`src/hw/rtl/sps_pkg.sv`:
```
package sps_pkg;

    // Width of the two saturating tick counters
    localparam int CNT_W = 16;
    // Compare width: holds both a counter and a divider magnitude (up to 32768)
    localparam int CMP_W = (CNT_W > 17) ? CNT_W : 17;

    localparam int DIV_W  = 16;
    localparam int QUE_W  = 16;
    localparam int CFG_IDX_W = 1;

    // Item operation codes
    localparam logic OP_TICK = 1'b0;
    localparam logic OP_LOAD = 1'b1;

    // Configuration register indexes
    localparam logic [CFG_IDX_W-1:0] CFG_SPEED_DIV = 1'b0;
    localparam logic [CFG_IDX_W-1:0] CFG_CORR_DIV  = 1'b1;

    localparam logic signed [DIV_W-1:0] SPEED_DIV_RST = 16'sd4;
    localparam logic signed [DIV_W-1:0] CORR_DIV_RST  = 16'sd1;

    typedef struct packed {
        logic [CNT_W-1:0]        speed_cnt;
        logic [CNT_W-1:0]        corr_cnt;
        logic signed [QUE_W-1:0] queue;
        logic signed [QUE_W-1:0] corr_left;
        logic [1:0]              phase;
    } sps_state_t;

    // One-cold coil pattern for each full-step phase
    function automatic logic [3:0] coil_pattern(input logic [1:0] phase);
        logic [3:0] pat;
        case (phase)
            2'd0:    pat = 4'hE;
            2'd1:    pat = 4'hD;
            2'd2:    pat = 4'hB;
            default: pat = 4'h7;
        endcase
        return pat;
    endfunction

    // Magnitude of a signed divider, zero-extended to the compare width
    function automatic logic [CMP_W-1:0] div_mag(input logic signed [DIV_W-1:0] d);
        logic [DIV_W:0] ext;
        logic [DIV_W:0] m;
        ext = {d[DIV_W-1], d};
        m   = d[DIV_W-1] ? ((DIV_W+1)'(0) - ext) : ext;
        return CMP_W'(m);
    endfunction

    function automatic logic [CNT_W-1:0] sat_inc(input logic [CNT_W-1:0] c);
        return (&c) ? c : c + CNT_W'(1);
    endfunction

    // Add +1 or -1 (when en) to the queue, clamping at the signed limits
    function automatic logic signed [QUE_W-1:0] queue_add(
        input logic signed [QUE_W-1:0] q,
        input logic                    en,
        input logic                    down
    );
        logic [QUE_W:0] delta;
        logic [QUE_W:0] s;
        logic [QUE_W-1:0] r;
        delta = !en ? '0 : (down ? '1 : (QUE_W+1)'(1));
        s = {q[QUE_W-1], q} + delta;
        if (s[QUE_W] != s[QUE_W-1])
            r = s[QUE_W] ? {1'b1, {(QUE_W-1){1'b0}}} : {1'b0, {(QUE_W-1){1'b1}}};
        else
            r = s[QUE_W-1:0];
        return r;
    endfunction

endpackage

```
`src/hw/rtl/sps_if.sv`:
```
interface sps_cmd_if;
    logic                 valid;
    logic                 ready;
    logic                 operation;
    logic signed [15:0]   correction_count;

    modport source (output valid, operation, correction_count, input ready);
    modport sink   (input valid, operation, correction_count, output ready);
endinterface

interface sps_drive_if;
    logic                 valid;
    logic                 ready;
    logic [3:0]           coil_drive;
    logic [1:0]           phase_index;
    logic signed [15:0]   pending_steps;

    modport source (output valid, coil_drive, phase_index, pending_steps, input ready);
    modport sink   (input valid, coil_drive, phase_index, pending_steps, output ready);
endinterface

```
`src/hw/rtl/sps_tick_logic.sv`:
```
module sps_tick_logic (
    input  sps_pkg::sps_state_t                 cur,
    input  logic                                operation,
    input  logic signed [15:0]                  correction_count,
    input  logic signed [sps_pkg::DIV_W-1:0]    speed_div,
    input  logic signed [sps_pkg::DIV_W-1:0]    corr_div,
    output sps_pkg::sps_state_t                 nxt
);

    logic [sps_pkg::CNT_W-1:0]        speed_inc;
    logic [sps_pkg::CNT_W-1:0]        corr_inc;
    logic                             speed_fire;
    logic                             corr_fire;
    logic signed [sps_pkg::QUE_W-1:0] q_speed;
    logic signed [sps_pkg::QUE_W-1:0] q_corr;

    always_comb
    begin
        speed_inc = sps_pkg::sat_inc(cur.speed_cnt);
        corr_inc  = sps_pkg::sat_inc(cur.corr_cnt);

        speed_fire = (speed_div != '0) &&
                     (sps_pkg::CMP_W'(speed_inc) >= sps_pkg::div_mag(speed_div));
        corr_fire  = (cur.corr_left != '0) && (corr_div != '0) &&
                     (sps_pkg::CMP_W'(corr_inc) >= sps_pkg::div_mag(corr_div));

        q_speed = sps_pkg::queue_add(cur.queue, speed_fire, speed_div[sps_pkg::DIV_W-1]);
        q_corr  = sps_pkg::queue_add(q_speed, corr_fire, cur.corr_left[sps_pkg::QUE_W-1]);

        nxt = cur;
        if (operation == sps_pkg::OP_LOAD)
        begin
            nxt.corr_left = correction_count;
        end
        else
        begin
            nxt.speed_cnt = speed_fire ? '0 : speed_inc;
            nxt.corr_cnt  = corr_fire  ? '0 : corr_inc;
            if (corr_fire)
            begin
                // move the remaining correction one toward zero
                nxt.corr_left = cur.corr_left[sps_pkg::QUE_W-1] ?
                                cur.corr_left + 16'sd1 : cur.corr_left - 16'sd1;
            end
            // execute at most one queued step
            if (q_corr[sps_pkg::QUE_W-1])
            begin
                nxt.phase = cur.phase - 2'd1;
                nxt.queue = q_corr + 16'sd1;
            end
            else if (q_corr != '0)
            begin
                nxt.phase = cur.phase + 2'd1;
                nxt.queue = q_corr - 16'sd1;
            end
            else
            begin
                nxt.queue = q_corr;
            end
        end
    end

endmodule

```
`src/hw/rtl/stepper_phase_sequencer.sv`:
```
// Full-step stepper motor phase sequencer.
//
// cmd channel: one item per timer tick (operation = tick) or a load of a new
// signed correction count (operation = load). Every item yields exactly one
// item on the drive channel: the one-cold coil pattern, the phase index and
// the signed number of queued steps still waiting after that item.
//
// Configuration: cfg_we writes cfg_data into the register chosen by
// cfg_index (0 = speed divider, 1 = correction divider). Write only while
// no item is in flight.
//
// The result of an item is registered and shows in the cycle after the item
// is accepted. Throughput is one item per cycle while the drive side takes
// each result; the tick update is a single pass of increments, compares and
// two saturating adds between the state registers and the result register.
//
// Reset clears the counters, step queue, correction count and phase, and
// loads the dividers with 4 and 1. When the drive side stalls the result
// register holds and cmd.ready drops until the result is taken.
module stepper_phase_sequencer (
    input  logic                                 clk,
    input  logic                                 rst_n,
    sps_cmd_if.sink                              cmd,
    sps_drive_if.source                          drive,
    input  logic                                 cfg_we,
    input  logic [sps_pkg::CFG_IDX_W-1:0]        cfg_index,
    input  logic [sps_pkg::DIV_W-1:0]            cfg_data
);

    logic signed [sps_pkg::DIV_W-1:0] speed_div_reg;
    logic signed [sps_pkg::DIV_W-1:0] corr_div_reg;

    sps_pkg::sps_state_t state_reg;
    sps_pkg::sps_state_t state_next;

    logic                              out_valid_reg;
    logic [3:0]                        coil_reg;
    logic [1:0]                        phase_out_reg;
    logic signed [sps_pkg::QUE_W-1:0]  pending_reg;

    logic accept;

    // Take a new item whenever the result register is empty or being drained
    assign cmd.ready = !out_valid_reg || drive.ready;
    assign accept    = cmd.valid && cmd.ready;

    // Configuration registers
    always_ff @(posedge clk or negedge rst_n)
    begin
        if (!rst_n)
        begin
            speed_div_reg <= sps_pkg::SPEED_DIV_RST;
            corr_div_reg  <= sps_pkg::CORR_DIV_RST;
        end
        else if (cfg_we)
        begin
            unique case (cfg_index)
                sps_pkg::CFG_SPEED_DIV: speed_div_reg <= cfg_data;
                sps_pkg::CFG_CORR_DIV:  corr_div_reg  <= cfg_data;
                default: ;
            endcase
        end
    end

    sps_tick_logic u_tick (
        .cur              (state_reg),
        .operation        (cmd.operation),
        .correction_count (cmd.correction_count),
        .speed_div        (speed_div_reg),
        .corr_div         (corr_div_reg),
        .nxt              (state_next)
    );

    // Advance the sequencer state on every accepted item
    always_ff @(posedge clk or negedge rst_n)
    begin
        if (!rst_n)
        begin
            state_reg <= '0;
        end
        else if (accept)
        begin
            state_reg <= state_next;
        end
    end

    // Result register: valid flag under reset, payload only loaded
    always_ff @(posedge clk or negedge rst_n)
    begin
        if (!rst_n)
        begin
            out_valid_reg <= 1'b0;
        end
        else if (accept)
        begin
            out_valid_reg <= 1'b1;
        end
        else if (drive.ready)
        begin
            out_valid_reg <= 1'b0;
        end
    end

    always_ff @(posedge clk)
    begin
        if (accept)
        begin
            coil_reg      <= sps_pkg::coil_pattern(state_next.phase);
            phase_out_reg <= state_next.phase;
            pending_reg   <= state_next.queue;
        end
    end

    assign drive.valid         = out_valid_reg;
    assign drive.coil_drive    = coil_reg;
    assign drive.phase_index   = phase_out_reg;
    assign drive.pending_steps = pending_reg;

endmodule
```
`src/flat_wrapper.sv`:
```
// flat-port wrapper written by rule: the top's interface ports become plain ports
module stepper_phase_sequencer_flat 
  (clk, rst_n, cfg_we, cfg_index, cfg_data, cmd_valid, cmd_operation, cmd_correction_count, cmd_ready, drive_valid, drive_coil_drive, drive_phase_index, drive_pending_steps, drive_ready);
  sps_cmd_if cmd_i ();
  sps_drive_if drive_i ();
  input  logic clk;
  input  logic rst_n;
  input  logic cfg_we;
  input  logic [sps_pkg::CFG_IDX_W-1:0] cfg_index;
  input  logic [sps_pkg::DIV_W-1:0] cfg_data;
  input wire logic [$bits(cmd_i.valid)-1:0] cmd_valid;
  input wire logic [$bits(cmd_i.operation)-1:0] cmd_operation;
  input wire logic [$bits(cmd_i.correction_count)-1:0] cmd_correction_count;
  output wire logic [$bits(cmd_i.ready)-1:0] cmd_ready;
  output wire logic [$bits(drive_i.valid)-1:0] drive_valid;
  output wire logic [$bits(drive_i.coil_drive)-1:0] drive_coil_drive;
  output wire logic [$bits(drive_i.phase_index)-1:0] drive_phase_index;
  output wire logic [$bits(drive_i.pending_steps)-1:0] drive_pending_steps;
  input wire logic [$bits(drive_i.ready)-1:0] drive_ready;
  assign cmd_i.valid = cmd_valid;
  assign cmd_i.operation = cmd_operation;
  assign cmd_i.correction_count = cmd_correction_count;
  assign cmd_ready = cmd_i.ready;
  assign drive_valid = drive_i.valid;
  assign drive_coil_drive = drive_i.coil_drive;
  assign drive_phase_index = drive_i.phase_index;
  assign drive_pending_steps = drive_i.pending_steps;
  assign drive_i.ready = drive_ready;
  stepper_phase_sequencer u_core (.clk(clk), .rst_n(rst_n), .cmd(cmd_i), .drive(drive_i), .cfg_we(cfg_we), .cfg_index(cfg_index), .cfg_data(cfg_data));
endmodule
```
`config.mk`:
```
export PLATFORM = sky130hd
export DESIGN_NAME = stepper_phase_sequencer_flat
export DESIGN_NICKNAME = d
export VERILOG_FILES = /design/src/hw/rtl/sps_pkg.sv /design/src/hw/rtl/sps_if.sv /design/src/hw/rtl/sps_tick_logic.sv /design/src/hw/rtl/stepper_phase_sequencer.sv /design/src/flat_wrapper.sv
export SDC_FILE = /design/constraint.sdc
export NUM_CORES = 1
export LEC_CHECK = 0
export ABC_AREA = 1
export BUFFER_PORTS_ARGS = -buffer_cell sky130_fd_sc_hd__buf_4
export CORE_MARGIN = 2
export CORE_UTILIZATION = 40
export DETAILED_ROUTE_END_ITERATION = 8
export PLACE_DENSITY = 0.6
export SETUP_SLACK_MARGIN = 0.15
export SYNTH_ARGS = -nofsm -noshare
export SYNTH_HDL_FRONTEND = slang
export SYNTH_SLANG_ARGS = --single-unit
```
`constraint.sdc`:
```
create_clock -name clk -period 9.8 [get_ports clk]
set_clock_uncertainty 0.1 [all_clocks]
set_input_delay 0 -clock clk [delete_from_list [all_inputs] [get_ports clk]]
set_output_delay 0 -clock clk [all_outputs]
set_load 0.01 [all_outputs]
```
==> impl_metrics.yaml <==
critical_path:
  crit_path_max_incr_delay_ns: 0.40
  worstPathArrival_ns: 8.95
  required_ns: 9.86
  cp_common_cell: "nand2_1"
  critPathSlowestCell: "dfrtp_1"
  cp_max_fo: 11
  crit_type: "reg -> reg"
  cp-start-kind: "flip-flop"
  end_kind: "flip-flop"
logic_synthesis:
  synthTopCellsByArea: "dfrtp_1 22%, nand2_1 17%, ha_1 10%"
  synth-seq-area-share_pct: 28.94
  yosysWarnings: 0
  avgSynthCellArea_sq_um: 6.762
  synth_cell_types: 51
  synth_top_area_cell: "dfrtp_1"
  synth_edf_count: 22
  synthFlopType: "dfrtp_1"
  synth_area_sq_um: 10850
  async_reset_ff_share_pct: 81.82
  synth_cells: 1605
  ys_ff_latch: 121
  syn-num-nets: 1736
  synth_top_area_share_pct: 22.37
floorplan:
  ios: 63
  num_rows: 60
  core-area_sq_um: 26800
  start_util_pct: 40.49
  die_w_microns: 168.7
  dieArea_sq_um: 28470
  die_y_microns: 168.7
grt:
  first_global_vias: 9826
  grt_start_max_net_pins: 62
  grt.total_usage_pct: 20.72
  grt_pass1_wl_microns: 47670
  grt-ovfl-total: 0
  antenna_found_initial: 0
cts:
  cts_sinks: 121
  h-tree-depth: 4
  cts-root-buf: "clkbuf_16"
  clockBufferDepth: 2
  cts_tree: "built"
  numCtsBuffers: 17
  clk_pin_slew_ns: 0.07
  clock_latency_ns: 0.43
layout:
  largest_reg_flops: 66
  final_layout_size_suffix_gt1_share_pct: 11.98
  nets: 1846
  antenna_cells: 0
  fillCellCount: 2686
  syn_to_final_growth_pct: 18.48
sta:
  clock.fmax_mhz: 112.5
  period_share_pct: 90.71
  rsz0062_at_grt: "true"
  tightest_slew_ns: 0.8921
  maxSlewHeadroom_pct: 40.38
  finalHoldViolCount: 0
  setup_viol: 0
  fin_hold_ws_ns: 0.06819
  drv_slew: 0
  tns_ns: 0
  min_period_ns: 8.890
route:
  drc: 0
  wl_per_cell_microns: 14.07
  routed_via_density: 5.002
  first_pass_iters: 6
  drtIter0Drc: 869
  wl_microns: 29120
  antenna_left: 0
  vias: 10350
place:
  gp_congestion: 0.8889
  dp_hpwl_microns: 21500
  port_buffers: 62
run:
  cap_violations: 0
run_status:
  status: "completed"
worst_hold_path:
  worstHoldPathType: "in -> reg"
==> Yosys cell counts, types with 3 or more instances <==
master,instances
nand3_1,98
nand3_2,10
edfxtp_1,22
nor4_1,11
inv_2,3
and2_1,3
ha_1,89
buf_1,3
nand2_2,13
fa_1,3
nor2_1,110
buf_2,8
nand4_1,22
inv_1,221
o21ai_0,91
xnor2_1,22
xor2_1,55
o22ai_1,4
or2_1,4
o21a_1,3
dfrtp_1,97
o31ai_1,3
mux2i_1,7
a21oi_1,76
a21o_1,4
o21ai_1,17
nand2_1,489
clkbuf_1,24
buf_6,3
or2_2,15
nor2_2,7
nor3_1,35
nand3b_1,4
==> metal layers <==
| layer | track usage (%) | part of all wire [%] |
|---|---|---|
| met1 | 26.94 | 47 |
| met2 | 35.46 | 47 |
| met4 | 7.084 | 2.1 |
| met5 | 0 | 0 |
| met3 | 2.782 | 3.4 |
==> critical path: cells and delay by family (launching register included) <==
kind                     cells  cell delay [ns]
XOR/XNOR                     3             0.73
AO/OA/AOI/OAI               14             1.81
adder cells (fa/ha/maj)      7             1.98
flip-flops                   1             0.40
buffers and inverters        5             0.61
AND/OR/NAND/NOR             27             2.92
==> path summary, 6_finish.rpt <==
kind,depth (start not counted),endpoint,slack [ns],start
max,56,u_core.drive.coil_drive[1],0.91,u_core.state_reg[50]
min in group asynchronous,3,u_core.speed_div_reg[0],0.54,rst_n
min,2,u_core.drive.pending_steps[0],0.07,cmd_operation
max in group asynchronous,4,u_core.state_reg[34],7.84,rst_n
max reg2reg,56,u_core.drive.coil_drive[1],0.91,u_core.state_reg[50]
min reg2reg,2,u_core.state_reg[55],0.39,u_core.state_reg[55]
==> layout by cell type, fill, tap and decap left out, types with 5 or more instances in the layout <==
| cell type | n |
|---|---|
| nand2_1 | 487 |
| inv_1 | 219 |
| nor2_1 | 105 |
| nand3_1 | 98 |
| dfrtp_1 | 97 |
| buf_4 | 92 |
| o21ai_0 | 89 |
| ha_1 | 82 |
| a21oi_1 | 72 |
| xor2_1 | 54 |
| dlygate4sd3_1 | 38 |
| nor3_1 | 35 |
| nand4_1 | 22 |
| xnor2_1 | 22 |
| edfxtp_1 | 22 |
| o21ai_1 | 17 |
| clkbuf_16 | 17 |
| nand2_2 | 15 |
| or2_2 | 15 |
| nor4_1 | 10 |
| nor2_2 | 10 |
| nand3_2 | 8 |
| mux2i_1 | 7 |
| ha_2 | 5 |
==> layout make-up <==
class / count / area (sq um) / share of cell area [%]
clock inverters: 14 / 141.4 / 1.100
repair buffers: 130 / 1071 / 8.329
clock buffers: 18 / 429.2 / 3.338
flip-flops and latches: 121 / 3141 / 24.42
inverters: 226 / 853.3 / 6.636
well taps: 341 / 426.7 / 3.318
multi-input cells: 1219 / 6797 / 52.86
==> kinds of logic after synthesis <==
family	Yosys count	share of synthesized area (%)
buffers and inverters	265	9.569
DFF	121	28.94
and+or+nand+nor	828	33.04
xor gates and xnor gates	78	6.364
AOI/OAI and AO/OA	214	10.63
muxes	7	0.6456
adders and majority gates	92	10.81
==> what timing repair did <==
action / in CTS / in global routing
setup buffers: 0 / 14
resized for setup: 1 / 34
setup endpoints to repair: 1 / 40
pin swaps: 0 / 14
endpoints found under the hold margin: 89 / 0
hold buffers: 38 / 0
==> through the flow <==
stage          util (%)  cell area (sq um)  cells  setup slack, ns
5_1_grt           47.98              12860   2069           0.1306
3_5_place_dp      43.59              11680   1985           0.1878
3_3_place_gp      43.59              11680   1985           0.2556
2_1_floorplan         -              10850   1605           0.6856
6_report          47.98              12860   2069           0.9102
4_1_cts           47.14              12630   2055           0.2225
Power is left out: the tool's default activity adds up to more than one toggle a clock period on the data nets, which glitch-free logic cannot reach.
